### config.mk
export PLATFORM = sky130hd
export DESIGN_NAME = dnd_ctrl
export DESIGN_NICKNAME = d
export VERILOG_FILES = /design/src/dnd_pkg.sv /design/src/dnd_ctrl.sv
export SDC_FILE = /design/constraint.sdc
export NUM_CORES = 1
export LEC_CHECK = 0
export BUFFER_PORTS_ARGS = -buffer_cell sky130_fd_sc_hd__buf_2
export CAP_MARGIN = 40
export CORE_MARGIN = 1.5
export CORE_UTILIZATION = 32
export CTS_CLUSTER_DIAMETER = 80
export DETAILED_ROUTE_END_ITERATION = 10
export PLACE_DENSITY = 0.74
export SYNTH_ARGS = -nofsm -noshare
export SYNTH_HDL_FRONTEND = slang
export SYNTH_SLANG_ARGS = --single-unit
### constraint.sdc
create_clock -name clk_i -period 1.48 [get_ports clk_i]
set_input_delay 0 -clock clk_i [delete_from_list [all_inputs] [get_ports clk_i]]
set_output_delay 0 -clock clk_i [all_outputs]
set_load 0.02 [all_outputs]
### src/dnd_pkg.sv
`default_nettype none

package dnd_pkg;

  localparam int PACKET_DEPTH = 512;
  localparam int NAME_CAP     = 64;

  localparam int ADDR_W = $clog2(PACKET_DEPTH);
  localparam int NAME_W = $clog2(NAME_CAP);
  localparam int POS_W  = 9;
  localparam int SIZE_W = 10;
  localparam int BYTE_W = 8;
  localparam int CONS_W = 10;
  localparam int JUMP_W = 4;
  localparam int TGT_W  = 14;
  localparam int WALK_W = 13;

  localparam logic [BYTE_W-1:0] PTR_MARK      = 8'hC0;
  localparam logic [BYTE_W-1:0] PTR_HIGH_MASK = 8'h3F;
  localparam logic [BYTE_W-1:0] DOT_CHAR      = 8'h2E;
  localparam logic [JUMP_W-1:0] MAX_JUMPS     = 4'd10;
  localparam logic [TGT_W-1:0]  HEADER_BYTES  = 14'd12;
  localparam logic [CONS_W-1:0] CONS_MAX      = 10'h3FF;

  localparam logic KIND_LOAD   = 1'b0;
  localparam logic KIND_DECODE = 1'b1;

  typedef enum logic [2:0] {
    ST_OK     = 3'd0,
    ST_LOOP   = 3'd1,
    ST_TRUNC  = 3'd2,
    ST_HEADER = 3'd3,
    ST_BEYOND = 3'd4
  } status_e;

  typedef enum logic [1:0] {
    RD_CUR,
    RD_CUR_NEXT,
    RD_COPY
  } rd_sel_e;

  typedef enum logic [3:0] {
    S_IDLE,
    S_RD_LEN,
    S_LEN,
    S_PTR_LO,
    S_COPY,
    S_FINISH,
    S_EMIT_RD,
    S_EMIT_WR,
    S_FINAL
  } state_e;

  typedef struct packed {
    logic    start;
    logic    store_wr;
    rd_sel_e rd_sel;
    logic    eval_len;
    logic    jump_inc;
    logic    label_start;
    logic    ptr_take;
    logic    copy_step;
    logic    copy_end;
    logic    finish;
    logic    emit_char;
    logic    emit_final;
    logic    set_err;
    status_e err_code;
  } cmd_t;

  typedef struct packed {
    logic len_zero;
    logic jump_limit;
    logic is_ptr;
    logic ptr_trunc;
    logic tgt_header;
    logic tgt_beyond;
    logic copy_more;
    logic emit_done;
    logic out_free;
  } flags_t;

endpackage

`default_nettype wire

### src/dnd_ctrl.sv
`default_nettype none

module dnd_ctrl (
  input  logic            clk_i,
  input  logic            rst_ni,
  input  logic            in_valid_i,
  input  logic            kind_i,
  output logic            in_stall_o,
  input  dnd_pkg::flags_t flags_i,
  output dnd_pkg::cmd_t   cmd_o
);

  dnd_pkg::state_e state_q, state_d;

  always_ff @(posedge clk_i or negedge rst_ni) begin
    if (!rst_ni) begin
      state_q <= dnd_pkg::S_IDLE;
    end else begin
      state_q <= state_d;
    end
  end

  always_comb begin
    state_d = state_q;
    case (state_q)
      dnd_pkg::S_IDLE: begin
        if (in_valid_i && (kind_i == dnd_pkg::KIND_DECODE)) begin
          state_d = dnd_pkg::S_RD_LEN;
        end
      end
      dnd_pkg::S_RD_LEN: begin
        state_d = dnd_pkg::S_LEN;
      end
      dnd_pkg::S_LEN: begin
        if (flags_i.len_zero) begin
          state_d = dnd_pkg::S_FINISH;
        end else if (flags_i.jump_limit) begin
          state_d = dnd_pkg::S_FINAL;
        end else if (flags_i.is_ptr) begin
          state_d = flags_i.ptr_trunc ? dnd_pkg::S_FINAL : dnd_pkg::S_PTR_LO;
        end else begin
          state_d = dnd_pkg::S_COPY;
        end
      end
      dnd_pkg::S_PTR_LO: begin
        if (flags_i.tgt_header || flags_i.tgt_beyond) begin
          state_d = dnd_pkg::S_FINAL;
        end else begin
          state_d = dnd_pkg::S_RD_LEN;
        end
      end
      dnd_pkg::S_COPY: begin
        if (!flags_i.copy_more) begin
          state_d = dnd_pkg::S_RD_LEN;
        end
      end
      dnd_pkg::S_FINISH: begin
        state_d = dnd_pkg::S_EMIT_RD;
      end
      dnd_pkg::S_EMIT_RD: begin
        state_d = flags_i.emit_done ? dnd_pkg::S_FINAL : dnd_pkg::S_EMIT_WR;
      end
      dnd_pkg::S_EMIT_WR: begin
        if (flags_i.out_free) begin
          state_d = dnd_pkg::S_EMIT_RD;
        end
      end
      dnd_pkg::S_FINAL: begin
        if (flags_i.out_free) begin
          state_d = dnd_pkg::S_IDLE;
        end
      end
      default: begin
        state_d = dnd_pkg::S_IDLE;
      end
    endcase
  end

  always_comb begin
    cmd_o          = '0;
    cmd_o.rd_sel   = dnd_pkg::RD_CUR;
    cmd_o.err_code = dnd_pkg::ST_OK;
    in_stall_o     = 1'b1;
    case (state_q)
      dnd_pkg::S_IDLE: begin
        in_stall_o     = 1'b0;
        cmd_o.start    = in_valid_i && (kind_i == dnd_pkg::KIND_DECODE);
        cmd_o.store_wr = in_valid_i && (kind_i == dnd_pkg::KIND_LOAD);
      end
      dnd_pkg::S_RD_LEN: begin
        cmd_o.rd_sel = dnd_pkg::RD_CUR;
      end
      dnd_pkg::S_LEN: begin
        cmd_o.eval_len = 1'b1;
        cmd_o.rd_sel   = dnd_pkg::RD_CUR_NEXT;
        if (!flags_i.len_zero) begin
          if (flags_i.jump_limit) begin
            cmd_o.set_err  = 1'b1;
            cmd_o.err_code = dnd_pkg::ST_LOOP;
          end else if (flags_i.is_ptr) begin
            cmd_o.jump_inc = 1'b1;
            if (flags_i.ptr_trunc) begin
              cmd_o.set_err  = 1'b1;
              cmd_o.err_code = dnd_pkg::ST_TRUNC;
            end
          end else begin
            cmd_o.label_start = 1'b1;
          end
        end
      end
      dnd_pkg::S_PTR_LO: begin
        if (flags_i.tgt_header) begin
          cmd_o.set_err  = 1'b1;
          cmd_o.err_code = dnd_pkg::ST_HEADER;
        end else if (flags_i.tgt_beyond) begin
          cmd_o.set_err  = 1'b1;
          cmd_o.err_code = dnd_pkg::ST_BEYOND;
        end else begin
          cmd_o.ptr_take = 1'b1;
        end
      end
      dnd_pkg::S_COPY: begin
        cmd_o.rd_sel    = dnd_pkg::RD_COPY;
        cmd_o.copy_step = flags_i.copy_more;
        cmd_o.copy_end  = !flags_i.copy_more;
      end
      dnd_pkg::S_FINISH: begin
        cmd_o.finish = 1'b1;
      end
      dnd_pkg::S_EMIT_RD: begin
        cmd_o.rd_sel = dnd_pkg::RD_CUR;
      end
      dnd_pkg::S_EMIT_WR: begin
        cmd_o.emit_char = flags_i.out_free;
      end
      dnd_pkg::S_FINAL: begin
        cmd_o.emit_final = flags_i.out_free;
      end
      default: begin
        in_stall_o = 1'b1;
      end
    endcase
  end

endmodule

`default_nettype wire

Word-level counts from Yosys, hierarchy flattened
Index checks and enable logic that the tools add are counted.
{ "totals": {"wordCells": 53, "out_inout_bits": 18, "inputBits": 13, "register_bits": 4, "mem_bits_ro": 0, "ramBits": 0, "mem_count": 0, "latch_bits": 0} }
{ "op_classes": {"bitwise": 1, "multipliers": 0, "add_sub_neg": 0, "magnitude_cmp": 0, "n_eq_ne": 12, "n_reduce_logical": 6, "mux": 33, "shifts": 0, "div_mod_pow": 0} }
{ "op_table": {"columns": ["cell", "count"], "rows": [
  ["4-bit two-way mux", 16],
  ["4-bit one-hot mux with 9 select lines", 1],
  ["4-bit by 3-bit equality test with 1-bit output (second input constant)", 4],
  ["1-bit two-way mux", 9],
  ["4-bit by 2-bit equality test with 1-bit output (second input constant)", 2],
  ["2-bit two-way mux", 4],
  ["2-bit inequality test (second input constant)", 4],
  ["4-bit one-hot mux with 2 select lines", 1],
  ["4-bit by 1-bit equality test with 1-bit output (second input constant)", 1],
  ["4-bit equality test (second input constant)", 1],
  ["4-bit logical NOT", 1],
  ["2-bit one-hot mux with 2 select lines", 1],
  ["4-bit AND reduction", 1],
  ["3-bit two-way mux", 1],
  ["1-bit logical AND", 2],
  ["1-bit logical NOT", 1],
  ["1-bit logical OR", 1],
  ["1-bit NOT", 1]
]} }

Depth between registers and ports, before layout
Gate-level depths: netlist of run 1.
{ "depth": {"word_depth": 5, "ltp_mapped": 5, "ltp_nobuf": 4} }

Worst setup path after synthesis of run 1
OpenSTA, ideal clock, no wires.
{ "synth_timing": {"path_type": "flip-flop to flip-flop", "from": "register state_q[3]", "to": "register state_q[0]", "t_arrival_ns": 1.461, "path_buffers": 0, "setup_time_ns": 0.124, "t_required_ns": 1.356, "synth_period_minus_slack_ns": 1.585, "path_stages_with_launch": 5, "slack_ns": -0.105, "cell_sequence": "dfrtp_1 nand2b_1 nor3_1 a221o_2 o41ai_2"} }
{ "synth_via": {"elab_chain_len": 3, "word_cells_on_any_way": 15, "cone_classes": "12 x eq/ne; 1 x mux; 2 x reduce/logical"} }
{ "synth_lines": {"columns": ["item", "line_no", "source"], "rows": [
  ["start: declaration", "dnd_ctrl.sv:13", "dnd_pkg::state_e state_q, state_d;"],
  ["start signal: assignment", "dnd_ctrl.sv:17", "state_q <= dnd_pkg::S_IDLE;"],
  ["start signal: assignment", "dnd_ctrl.sv:19", "state_q <= state_d;"],
  ["4-bit by 3-bit equality test with 1-bit output, or another cell as far along", "dnd_ctrl.sv:25", "case (state_q)"],
  ["2-bit inequality test (no source line)", null, null],
  ["4-bit AND reduction (no source line)", null, null]
]} }
Several ways; a longest one is shown, not always the timed one.
A chain may end at the register's enable or synchronous reset.

==> results of run 1 <==
## layout make-up
cell class / count / area, um^2
inverters: 8 / 30.0
multi-input cells: 54 / 460
fillers: 114 / 527
well taps: 16 / 20.0
repair buffers: 48 / 343
flip-flops and latches: 4 / 104
clock buffers: 3 / 22.5
## stage by stage
stage / std cells / area [um^2]
3_3_place_gp: 125 / 753
2_1_floorplan: 72 / 532
6_report: 133 / 980
5_1_grt: 133 / 980
3_5_place_dp: 125 / 753
4_1_cts: 130 / 835
## placed cells by master (no fill, tap or decap), drive strengths merged, types with 2 or more instances in the layout
cell type,count
buf,47
inv,8
nor2,7
nor3,7
a21oi,6
dfrtp,4
nand2,4
clkbuf,3
nand2b,3
nor4,3
nor3b,2
nand3,2
o21bai,2
## routing by layer
layer | vias up | share of wire, % | GRT usage (%)
met2 | 38 | 55 | 35.8
li1 | 352 | - | -
met5 | - | 0 | 0
met3 | 6 | 6.0 | 5.53
met4 | 0 | 1.8 | 5.45
met1 | 356 | 37 | 21.5
## worst min path at each step
stage,from,endpoint,slack (ns)
6_report,flags_i[5],state_q[1],0.04
5_1_grt,flags_i[5],state_q[1],0.04
4_1_cts,flags_i[5],state_q[1],0.02
3_5_place_dp,rst_ni,state_q[3],-0.19
3_3_place_gp,rst_ni,state_q[3],-0.19
2_1_floorplan,rst_ni,state_q[0],-0.30
## kinds of logic (layout without fill, tap and decap cells)
group                  after synthesis  after routing
DFF                                  4              4
buffers and inverters               14             59
and+or+nand+nor                     36             36
AOI/OAI and AO/OA                   18             18
## critical path: cells and delay by family (launching register included)
family / cells / cell delay [ns]
buffers and inverters: 2 / 0.31
AOI/OAI and AO/OA: 1 / 0.16
and+or+nand+nor: 2 / 0.50
DFF: 1 / 0.41
## repair_timing
action	4_1_cts	5_1_grt
setup buffers	1	3
setup endpoints to repair	10	15
pin swaps	3	8
resized for setup	12	31
hold endpoints to repair	4	0
hold buffers	1	0
## where the power goes
| part | internal, mW | leakage, nW | switching, mW |
|---|---|---|---|
| registers | 0.172 | 0.0467 | 0.0810 |
| logic | 0.756 | 0.409 | 0.825 |
| clock network | 0.0910 | 0.0138 | 0.0484 |
| total | 1.02 | 0.469 | 0.955 |
==> results by group, run 1 <==
Timing
  – Min cycle time layout: 1.63 ns
  – Setup TNS: -0.290 ns
  – Clock Skew: 0.00461 ns
  – Worst hold slack: 0.0381 ns
  – Setup Viol. Count Final: 7
  – Final Slew Violations: 0
  – Max_slew headroom: 75.8%
  – Slew @ Worst Pin: 0.362 ns
  – Final Worst Setup Slack: -0.151 ns
  – Crit share post-route: 110%
  – Final hold vios: 0
  – Unrepaired setup endpoints after global routing: true
  – FMAX: 0.613 GHz

Synth
  – Cell area after synthesis: 518 um^2
  – Most frequent cells after synthesis: inv_1, nor2_1, a21oi_1, nor3_1
  – Unique masters post-synth: 34
  – Post-Syn Nets: 85
  – Post-Synth Simple-Gate Area: 39.6%
  – Mux share of post-synthesis cell area: 0%
  – Compound-Gate Fraction of Synth Area: 26.3%
  – Ranking of synthesized cells by area: dfrtp_1, a21oi_1, nor3_1, inv_1, nor2_1
  – Area leader, netlist: dfrtp_1
  – Largest family of logic cells by synthesized area: simple AND/OR/NAND/NOR gates
  – Post-synth top area share: 19.3%
  – Seq cells post-synth: 4
  – Avg Cell Area, Syn: 7.19 um^2
  – Cells after Synth: 72
  – Synth Area in Adders: 0%
  – Seq/Total Area, Yosys: 19.3%
  – Synth async-reset ratio: 100%
  – Yosys warnings: 0
  – Count leader, synth: inv_1
  – Top FF cell, synth: dfrtp_1
  – Post-synthesis xor/xnor area fraction: 0%
  – EDFF count, synth: 0

Detailed routing
  – Pre-antenna DRT Iters: 4
  – Number of DRC markers in iteration 0: 36
  – DR vias: 752
  – Detailed Route WL: 1.99 mm
  – DRC viols: 0
  – Post-DR vias/cell: 5.65
  – Drt wl/cell: 15.0 um
  – Antenna Violating Nets Remaining: 0

Clocking
  – TritonCTS Buffers: 3
  – CTS tree: done
  – Clk Latency, worst-skew pair: 0.24 ns
  – Root Buffer: clkbuf_4
  – H-tree level count: 1
  – CTS max path bufs: 2
  – Clk sinks: 4
  – Clk slew on worst S/H paths: 0.04 ns

Global route
  – Total track usage: 19.5%
  – First-pass GRT wire length: 2.69 mm
  – Largest net degree at the start of global routing: 14
  – Antenna violations before repair: 0
  – Vias in the first global route: 636
  – GRT overflow: 0

Finish
  – Post-layout util: 65.0%
  – Final #Nets: 132
  – # diodes: 0
  – Largest register FFs: 4
  – Biggest register: state_q
  – Layout cells sized above 1: 64.1%
  – Area grow syn2layout: 89.1%
  – Regs by FF count: state_q x4

Critical path
  – Flop-to-flop setup slack: -0.05 ns
  – Critical path's slowest cell: dfrtp_1
  – Worst setup EP type: output port
  – R2r endpoint: state_q[0]
  – Arrival time at the worst endpoint: 1.63 ns
  – Reg2reg path depth: 4
  – Crit-path max cell delay: 0.41 ns
  – Crit path kind: reg2out
  – Reg2reg start: state_q[3]
  – Crit path launch: state_q[0]
  – Worst Setup Start Kind: register
  – Crit Path Max Fanout: 13
  – Cell repeated most along the worst path: buf_6
  – WP data required: 1.48 ns
  – Crit-path cells: buf_6, nor3b_1, a21oi_1, nor3_4, buf_6
  – Worst Setup EP: cmd_o[0]

Die
  – Die Footprint: 1870 um^2
  – Rows: 14
  – Die H: 43.2 um
  – Core area: 1510 um^2
  – Die extent in x: 43.2 um
  – Initial Utilization: 34.4%
  – Io pins: 31

Power and ir drop
  – PD cells: 2010 nW/um^2
  – Static Leak: 0.469 nW
  – Total Power: 1.97 mW
  – Worst vdd ir: 1.13 mV

Place
  – Port bufs: 30
  – Routability-driven placement congestion ratio: 0.874
  – Pre-CTS WS: -0.00548 ns
  – Hpwl dp: 1.23 mm

Status
  – Status: finished with violations
  – Failing checks: negative setup slack

Min path
  – WHS Path Cells: 2
  – Min-delay worst type: in2reg

Flow run
  – Max-cap violations: 0
No activity file was read; power rests on OpenSTA's default activity.
==> inputs of run 2 (changes only) <==
--- a/constraint.sdc
+++ b/constraint.sdc
@@ -3,2 +3,2 @@
 set_output_delay 0 -clock clk_i [all_outputs]
-set_load 0.02 [all_outputs]
+set_load 0.01 [all_outputs]
==> run 2 against run 1 <==
Compared with the run above:
- the flow still finishes with violations (negative setup slack)
- combinational power increased by 3%
- critical path depth unchanged
- die area unchanged
- critical path type unchanged
- sequential share of layout area decreased by 0.31 points
- count of clock-buffer cells in the layout unchanged
- register-to-register slack improved by 0.02 ns
==> results by group, run 2 (same netlist as run 1, synthesis figures left out) <==
Status
  – Status: finished with violations
  – Failing checks: negative setup slack

Die
  – Die H: 43.2 um (unchanged)
  – Die extent in x: 43.2 um (unchanged)
  – Io pins: 31 (unchanged)
  – Initial Utilization: 34.4% (unchanged)
  – Die Footprint: 1870 um^2 (unchanged)
  – Core area: 1510 um^2 (unchanged)
  – Rows: 14 (unchanged)

Place
  – Post-Place Cells: 120 (-4.0%)
  – Hpwl dp: 1.13 mm (-8.0%)
  – Pre-CTS WS: 0.00199 ns (+0.00747 ns)
  – Routability-driven placement congestion ratio: 0.880 (+0.72%)
  – Port bufs: 30 (unchanged)
  – DP Area: 702 um^2 (-6.8%)

Timing
  – Crit share post-route: 104% (-5.7 points)
  – Max_slew headroom: 79.4% (+3.6 points)
  – Slew @ Worst Pin: 0.308 ns (-0.0542 ns)
  – Min cycle time layout: 1.55 ns (-0.0842 ns)
  – Unrepaired setup endpoints after global routing: true
  – Final hold vios: 0 (unchanged)
  – Clock Skew: 0.00188 ns (-0.00273 ns)
  – Final Slew Violations: 0 (unchanged)
  – FMAX: 0.647 GHz (+5.4%)
  – Setup Viol. Count Final: 6 (-1)
  – Final Worst Setup Slack: -0.0664 ns (+0.0842 ns)

Detailed routing
  – Antenna Violating Nets Remaining: 0 (unchanged)
  – DRC viols: 0 (unchanged)
  – Number of DRC markers in iteration 0: 19 (-47%)
  – Pre-antenna DRT Iters: 4 (unchanged)
  – Detailed Route WL: 2.00 mm (+0.45%)
  – DR vias: 746 (-0.80%)
  – Post-DR vias/cell: 5.45 (-3.7%)
  – Drt wl/cell: 14.6 um (-2.5%)

Finish
  – Final #Nets: 136 (+3.0%)
  – Post-layout util: 66.2% (+1.2 points)
  – Biggest register: state_q
  – Most common cell after layout, fill and taps aside: buf_2
  – Largest register FFs: 4 (unchanged)
  – Regs by FF count: state_q x4
  – Commonest non-fill, non-tap cells in the layout: buf_2, buf_4, inv_1, buf_6, nor2_1
  – Area grow syn2layout: 92.5%
  – Final Cell Area: 997 um^2 (+1.8%)
  – Layout cells sized above 1: 62.8% (-1.3 points)
  – # diodes: 0 (unchanged)
  – Non-Filler Instances: 137 (+3.0%)

Critical path
  – WP data required: 1.48 ns (about the same)
  – Crit Path Max Fanout: 4 (-9)
  – Arrival time at the worst endpoint: 1.55 ns (-0.08 ns)
  – Worst setup EP type: output port
  – Worst Setup Start Kind: register
  – Crit path kind: reg2out

Global route
  – Antenna violations before repair: 0 (unchanged)
  – Largest net degree at the start of global routing: 8 (-6)
  – First-pass GRT wire length: 2.70 mm (+0.48%)
  – GRT overflow: 0 (unchanged)
  – Total track usage: 19.8% (+0.28 points)
  – Vias in the first global route: 654 (+2.8%)

Min path
  – Min-delay worst type: in2async

Flow run
  – Max-cap violations: 0 (unchanged)

Clocking
  – TritonCTS Buffers: 3 (unchanged)
  – CTS max path bufs: 2 (unchanged)
  – H-tree level count: 1 (unchanged)
  – Clk sinks: 4 (unchanged)
  – Clk Latency, worst-skew pair: 0.25 ns (about the same)
  – CTS tree: done
  – Root Buffer: clkbuf_4
  – Clk slew on worst S/H paths: 0.04 ns (about the same)

Power and ir drop
  – Worst vdd ir: 1.20 mV (+6.5%)
  – Total Power: 2.03 mW (+2.6%)
  – PD cells: 2030 nW/um^2 (+0.81%)
  – Static Leak: 0.492 nW (+4.9%)
## run 2: worst max-delay path: stages (launching register included)
cell     delay, ns
dfrtp_1       0.42
buf_4         0.18
nor3_1        0.29
buf_4         0.17
and2_1        0.12
buf_2         0.12
## run 2: metal layers
metal	share of wire [%]	up-vias	global-route usage (%)
li1	-	360	-
met1	40	353	22.3
met2	54	28	35.2
met3	4.7	5	2.55
met4	2.0	0	10.9
met5	0	-	0
## run 2: worst paths after layout
path / from / to / slack, ns / cells past startpoint
worst max-delay path: state_q[0] / cmd_o[8] / -0.07 / 5
worst min-delay path: rst_ni / state_q[0] / 0.09 / 2
worst max register to register: state_q[0] / state_q[2] / -0.03 / 7
worst min register to register: state_q[2] / state_q[2] / 0.69 / 2
max in group asynchronous: rst_ni / state_q[2] / 1.26 / 2
min in group clk_i: flags_i[0] / state_q[0] / 0.11 / 4
## run 2: layout make-up
cell class	count	area [um^2]
inverter	8	30.0
tap	16	20.0
multi-input combinational	54	449
sequential	4	103
fill	113	509
clock buffer	3	22.5
timing repair buffer	52	373
## run 2: metrics by stage
step / hold slack [ns] / TNS [ns]
6_report: 0.0878 / -0.201
2_1_floorplan: -0.296 / 0
3_3_place_gp: -0.189 / 0
3_5_place_dp: -0.193 / 0
5_1_grt: 0.108 / -0.821
4_1_cts: 0.0801 / -0.112
## run 2: where the power goes
group	leakage (nW)	switching (mW)	total (mW)	internal (mW)
logic	0.431	0.761	1.62	0.864
registers	0.0479	0.0778	0.247	0.170
clock network	0.0138	0.0616	0.153	0.0918
## run 2: timing repair
action	CTS	global route
hold buffers	2	0
pin swaps	5	7
endpoints found under the setup margin	7	13
endpoints found under the hold margin	5	0
gates cloned	0	0
gates resized for setup	10	27
buffers inserted	9	3
